File: src/hdl/sgd_pkg.sv
// ----------------------------------------------------------------------------
// sgd_pkg
// Shared constants and types for the Sobel gradient and direction unit.
// ----------------------------------------------------------------------------
package sgd_pkg;

    localparam int MaxWidth  = 1024;
    localparam int PixBits   = 16;
    localparam int CoefBits  = 4;
    localparam int ColBits   = 10;
    localparam int RowBits   = 12;
    localparam int GradBits  = 24;
    localparam int SumBits   = 26;
    localparam int MagBits   = 23;
    localparam int SqBits    = 52;
    localparam int RootBits  = 26;

    localparam logic [17:0] Tan22Q16 = 18'd27146;
    localparam logic [17:0] Tan67Q16 = 18'd158218;

    // register indexes
    localparam logic [1:0] RegWidth   = 2'd0;
    localparam logic [1:0] RegHeight  = 2'd1;
    localparam logic [1:0] RegKernelX = 2'd2;
    localparam logic [1:0] RegKernelY = 2'd3;

    // direction codes
    localparam logic [1:0] Dir0   = 2'd0;
    localparam logic [1:0] Dir45  = 2'd1;
    localparam logic [1:0] Dir90  = 2'd2;
    localparam logic [1:0] Dir135 = 2'd3;

    // job handed from the window stage to the square root unit
    typedef struct packed {
        logic signed [SumBits-1:0] gx;
        logic signed [SumBits-1:0] gy;
        logic                      last;
    } grad_t;

endpackage

File: src/hdl/sgd_sqrt.sv
// ----------------------------------------------------------------------------
// sgd_sqrt
// Multi-cycle gradient back end: squares, root one result bit a step, direction.
// ----------------------------------------------------------------------------
module sgd_sqrt (
    input  logic                                 clk,
    input  logic                                 rst_n,
    input  logic                                 in_valid,
    output logic                                 in_ready,
    input  sgd_pkg::grad_t                       in_job,
    output logic                                 out_valid,
    input  logic                                 out_ready,
    output logic signed [sgd_pkg::GradBits-1:0]  grad_x,
    output logic signed [sgd_pkg::GradBits-1:0]  grad_y,
    output logic        [sgd_pkg::MagBits-1:0]   magnitude,
    output logic        [1:0]                    direction,
    output logic                                 last_of_frame
);

    typedef enum logic [2:0] {S_IDLE, S_SQ, S_SUM, S_ROOT, S_DIR} state_t;

    localparam int SB = sgd_pkg::SqBits;
    localparam int RB = sgd_pkg::RootBits;

    state_t                       state_reg;
    sgd_pkg::grad_t               job_reg;
    logic [sgd_pkg::SumBits-1:0]  ax_reg, ay_reg;
    logic [SB-1:0]                sqx_reg, sqy_reg;
    logic [SB:0]                  rem_reg;
    logic [SB:0]                  res_reg;
    logic [4:0]                   step_reg;
    logic [SB+17:0]               lhs_reg, t22_reg, t67_reg;

    logic [SB:0]     trial;
    logic [SB+17:0]  lhs_w;
    logic [SB:0]     bitv;
    logic            out_load;

    // current trial bit, two places per step from the top
    assign bitv  = (SB+1)'(1) << (2 * (RB - 1 - step_reg));
    assign trial = res_reg + bitv;
    assign lhs_w = (SB+18)'(ay_reg) << 16;

    assign in_ready = (state_reg == S_IDLE);

    // result register is free or empties this cycle
    assign out_load = (state_reg == S_DIR) && (!out_valid || out_ready);

    always_ff @(posedge clk or negedge rst_n)
    begin
        if (!rst_n)
        begin
            state_reg <= S_IDLE;
            out_valid <= 1'b0;
        end
        else
        begin
            // output register: load a new result or drop the one transferred
            if (out_load)
                out_valid <= 1'b1;
            else if (out_ready)
                out_valid <= 1'b0;

            case (state_reg)
                S_IDLE:
                begin
                    if (in_valid)
                    begin
                        job_reg   <= in_job;
                        ax_reg    <= in_job.gx[sgd_pkg::SumBits-1] ?
                                     -in_job.gx : in_job.gx;
                        ay_reg    <= in_job.gy[sgd_pkg::SumBits-1] ?
                                     -in_job.gy : in_job.gy;
                        state_reg <= S_SQ;
                    end
                end
                // one 26x26 square each, registered
                S_SQ:
                begin
                    sqx_reg   <= SB'(ax_reg) * SB'(ax_reg);
                    sqy_reg   <= SB'(ay_reg) * SB'(ay_reg);
                    t22_reg   <= (SB+18)'(ax_reg) * (SB+18)'(sgd_pkg::Tan22Q16);
                    state_reg <= S_SUM;
                end
                S_SUM:
                begin
                    rem_reg   <= (SB+1)'(sqx_reg) + (SB+1)'(sqy_reg);
                    res_reg   <= '0;
                    step_reg  <= '0;
                    t67_reg   <= (SB+18)'(ax_reg) * (SB+18)'(sgd_pkg::Tan67Q16);
                    lhs_reg   <= lhs_w;
                    state_reg <= S_ROOT;
                end
                // restoring root, one result bit per cycle
                S_ROOT:
                begin
                    if (rem_reg >= trial)
                    begin
                        rem_reg <= rem_reg - trial;
                        res_reg <= (res_reg >> 1) + bitv;
                    end
                    else
                    begin
                        res_reg <= res_reg >> 1;
                    end
                    step_reg <= step_reg + 5'd1;
                    if (step_reg == 5'(RB - 1))
                    begin
                        state_reg <= S_DIR;
                    end
                end
                S_DIR:
                begin
                    if (out_load)
                    begin
                        grad_x  <= ($signed(job_reg.gx) > 26'sd8388607) ? 24'h7FFFFF :
                                   ($signed(job_reg.gx) < -26'sd8388608) ? 24'h800000 :
                                   job_reg.gx[sgd_pkg::GradBits-1:0];
                        grad_y  <= ($signed(job_reg.gy) > 26'sd8388607) ? 24'h7FFFFF :
                                   ($signed(job_reg.gy) < -26'sd8388608) ? 24'h800000 :
                                   job_reg.gy[sgd_pkg::GradBits-1:0];
                        magnitude <= (|res_reg[SB:sgd_pkg::MagBits]) ? '1 :
                                     res_reg[sgd_pkg::MagBits-1:0];
                        last_of_frame <= job_reg.last;
                        if (job_reg.gx == '0)
                            direction <= sgd_pkg::Dir90;
                        else if (lhs_reg <= t22_reg)
                            direction <= sgd_pkg::Dir0;
                        else if ((job_reg.gx > 0) == (job_reg.gy > 0))
                            direction <= (lhs_reg <= t67_reg) ?
                                         sgd_pkg::Dir45 : sgd_pkg::Dir90;
                        else
                            direction <= (lhs_reg < t67_reg) ?
                                         sgd_pkg::Dir135 : sgd_pkg::Dir90;
                        state_reg <= S_IDLE;
                    end
                end
                default:
                begin
                    state_reg <= S_IDLE;
                end
            endcase
        end
    end

endmodule

File: config.mk
export PLATFORM = sky130hd
export DESIGN_NAME = sgd_sqrt
export DESIGN_NICKNAME = d
export VERILOG_FILES = /design/src/hdl/sgd_pkg.sv /design/src/hdl/sgd_sqrt.sv
export SDC_FILE = /design/constraint.sdc
export NUM_CORES = 2
export LEC_CHECK = 0
export BUFFER_PORTS_ARGS = -buffer_cell sky130_fd_sc_hd__clkbuf_2
export CORE_ASPECT_RATIO = 0.75
export CORE_MARGIN = 8
export CORE_UTILIZATION = 50
export DETAILED_ROUTE_END_ITERATION = 16
export GPL_TIMING_DRIVEN = 0
export PLACE_DENSITY = 0.66
export SKIP_LAST_GASP = 1
export SYNTH_ARGS = -nofsm -noshare
export SYNTH_HDL_FRONTEND = slang
export SYNTH_SLANG_ARGS = --single-unit
File: constraint.sdc
create_clock -name clk -period 15.3 [get_ports clk]
set_input_delay 4.59 -clock clk [delete_from_list [all_inputs] [get_ports clk]]
set_output_delay 4.59 -clock clk [all_outputs]
set_load 0.02 [all_outputs]
==> out/qor.csv <==
metric,value,unit
dpl-instance-area,0.0813,sq mm
endpoint_kind,flip-flop,
min_path_type,flip-flop to flip-flop,
reg2reg_setup_slack,4.49,ns
critPathMaxFanout,15,
antenna_left,0,
fp.dieH,357,microns
cts.sink_count,502,
die-area,0.168,sq mm
hold_end,last_of_frame,
grt_max_degree,67,
grt_usage,0.279,
violations,"capacitance limit, slew limit",
place_congestion,0.992,
crit_slowest_cell,clkinv_1,
setup_viol,0,
outcome,"finished, violations left",
hpwlAfterDp,196000,microns
wire_per_inst,23.0,microns
synth_nets,10200,
cts-buffers-inserted,55,
cpLargestDelayFamily,adder cells,
die_width,471,microns
final_area,0.0832,sq mm
initial_utilization,0.503,
reg2reg_depth,25,
power_density,119,mW/mm^2
drv_cap,1,
worst_slew_pin_slew,1.54,ns
final_cell_mix,"inv_1 (1835), fa_1 (1215), ha_1 (894)",
slowest_delay,1.31,ns
ys_warn_count,0,
antenna_found_initial,13,
critical_path_depth,25,
rows,125,
final_common_cell,inv_1,
cts_setup_buffers,0,
startpoint_type,flip-flop,
drive_gt1_frac,0.0383,
num_vias,57900,
hold_violations,0,
r2r-end,sqx_reg[49],
synthesis.instances,8003,
async_reset_ff_frac,0.00797,
worstPathArrival,11.27,ns
rsz0062_at_grt,false,
hp-start,job_reg[0],
finalWirelength,236000,microns
slew_violations,16,
ctsResizeCount,0,
reg2reg_from,ax_reg[12],
max_freq,92.5,MHz
vias_per_cell,5.63,
whs_path_depth,0,
whs,0.422,ns
p_leak,40.5,nW
final.period_utilization,0.707,
clock_tree.root_cell,clkbuf_16,
cts_tree,built,
htreeDepth,2,
grt_pass1_vias,59600,
stdcell_count,10300,
first_pass_iters,6,
slew_headroom,-0.0248,
ys_ff_latch,502,
synth.avg_cell_area,9.71,sq um
placedCellCount,10200,
clk_path_buf_depth,3,
cp_common_cell,fa_1,
area_growth,7.07,%
core-area,0.155,sq mm
ys_seq_area_frac,0.194,
synth_edf_count,498,
yosys.cell_types.count,94,
synthFlopType,edfxtp_1,
drt_iter0_markers,5415,
ir_worst_vdd,104,uV
critPathBufInv,5,
port-buffer-count,132,
grt_overflow,0,
clkTransAtPathRegs,0.06,ns
period_needed,10.81,ns
fin_nets,10400,
hold_buffers,0,
critPathKind,flip-flop to flip-flop,
pin_count,133,
synth.cell_area,0.0777,sq mm
drc_errors,0,
crit_required,15.75,ns
skew,0.0562,ns
clk_latency,0.68,ns
grt_pass1_wl,361000,microns
[metal layers]
layer | global-route usage | share of wire | vias up
met2 | 0.407 | 0.41 | 2654
met4 | 0.0639 | 0.026 | 6
met3 | 0.0883 | 0.12 | 349
met5 | 0 | 0.00017 | -
li1 | - | - | 26100
met1 | 0.408 | 0.44 | 28800
[report_power, final]
part           total (mW)  internal [mW]  switching [mW]
Clock                1.42          0.808           0.610
Combinational        6.17           2.32            3.85
Sequential           2.28           2.06           0.221
Total                9.87           5.18            4.68
[kinds of logic (layout without fill, tap and decap cells)]
kind of cell | count (synthesis) | after routing | share of synthesized area
buffers and inverters | 2067 | 2321 | 0.100
xor gates and xnor gates | 399 | 399 | 0.0450
other | 0 | 3 | 0
and+or+nand+nor | 1782 | 1782 | 0.108
muxes | 30 | 30 | 0.00391
AOI/OAI and AO/OA | 1112 | 1112 | 0.0919
adders and majority gates | 2111 | 2111 | 0.457
DFF | 502 | 502 | 0.194
[synthesized netlist by cell type, drive strengths merged (41+ instances only)]
cell / number / share of area
nand3: 72 / 0.0046
ha: 894 / 0.14
nand2: 626 / 0.030
a31oi: 64 / 0.0053
o21ai: 224 / 0.014
nor3: 92 / 0.0061
o21bai: 47 / 0.0045
clkbuf: 196 / 0.0095
a21o: 132 / 0.013
nand4: 62 / 0.0050
xor2: 135 / 0.015
edfxtp: 498 / 0.19
inv: 1837 / 0.089
a21oi: 345 / 0.022
nor2b: 67 / 0.0054
and2: 180 / 0.014
or3: 47 / 0.0038
nand2b: 71 / 0.0057
a211oi: 45 / 0.0043
xnor2: 264 / 0.030
nor2: 432 / 0.021
o31ai: 41 / 0.0040
fa: 1215 / 0.31
[worst register-to-register path: stages (launching register included)]
cell and delay [ns]:
edfxtp_1 1.20, clkinv_1 1.31, nor2_1 0.59, fa_1 0.52, fa_1 0.50, inv_1 0.05
fa_1 0.54, inv_1 0.05, fa_1 0.41, fa_1 0.47, fa_1 0.55, inv_1 0.05
fa_1 0.47, inv_1 0.05, ha_1 0.35, o21ai_0 0.11, nor2_1 0.09, o41ai_1 0.59
o221ai_1 0.27, o22ai_1 0.40, o21ai_0 0.45, a211oi_1 0.56, o21bai_1 0.11, a21oi_1 0.35
o21ai_0 0.20, xor2_1 0.35
[stage by stage]
stage               setup slack [ns]  power (mW)  TNS, ns   util
CTS                             4.90        9.81        0  0.538
finish                          4.49        9.87        0  0.538
global route                    4.21        10.6        0  0.538
global placement               -4.54        8.28  -636.98  0.523
floorplan                      0.338        6.54        0      -
detailed placement              4.96        8.34        0  0.526
[worst max-delay path by stage]
stage	from	endpoint
final	ax_reg[12]	sqx_reg[49]
after floorplan	rst_n	sqx_reg[0]
after global routing	ax_reg[12]	sqx_reg[49]
after global placement	rst_n	t22_reg[4]
after detailed placement	ax_reg[12]	sqx_reg[49]
after CTS	ax_reg[12]	sqx_reg[49]
[cell type report]
| class | count | area [sq um] |
|---|---|---|
| clock inverters | 38 | 458 |
| fillers | 13800 | 71500 |
| plain buffers | 220 | 857 |
| clock buffers | 61 | 1420 |
| flip-flops and latches | 502 | 15100 |
| diodes | 3 | 7.51 |
| inverters | 1847 | 6930 |
| multi-input cells | 5434 | 54900 |
| well taps | 2032 | 2540 |
| repair buffers | 155 | 1030 |
Power figures use the tool's default switching activity.
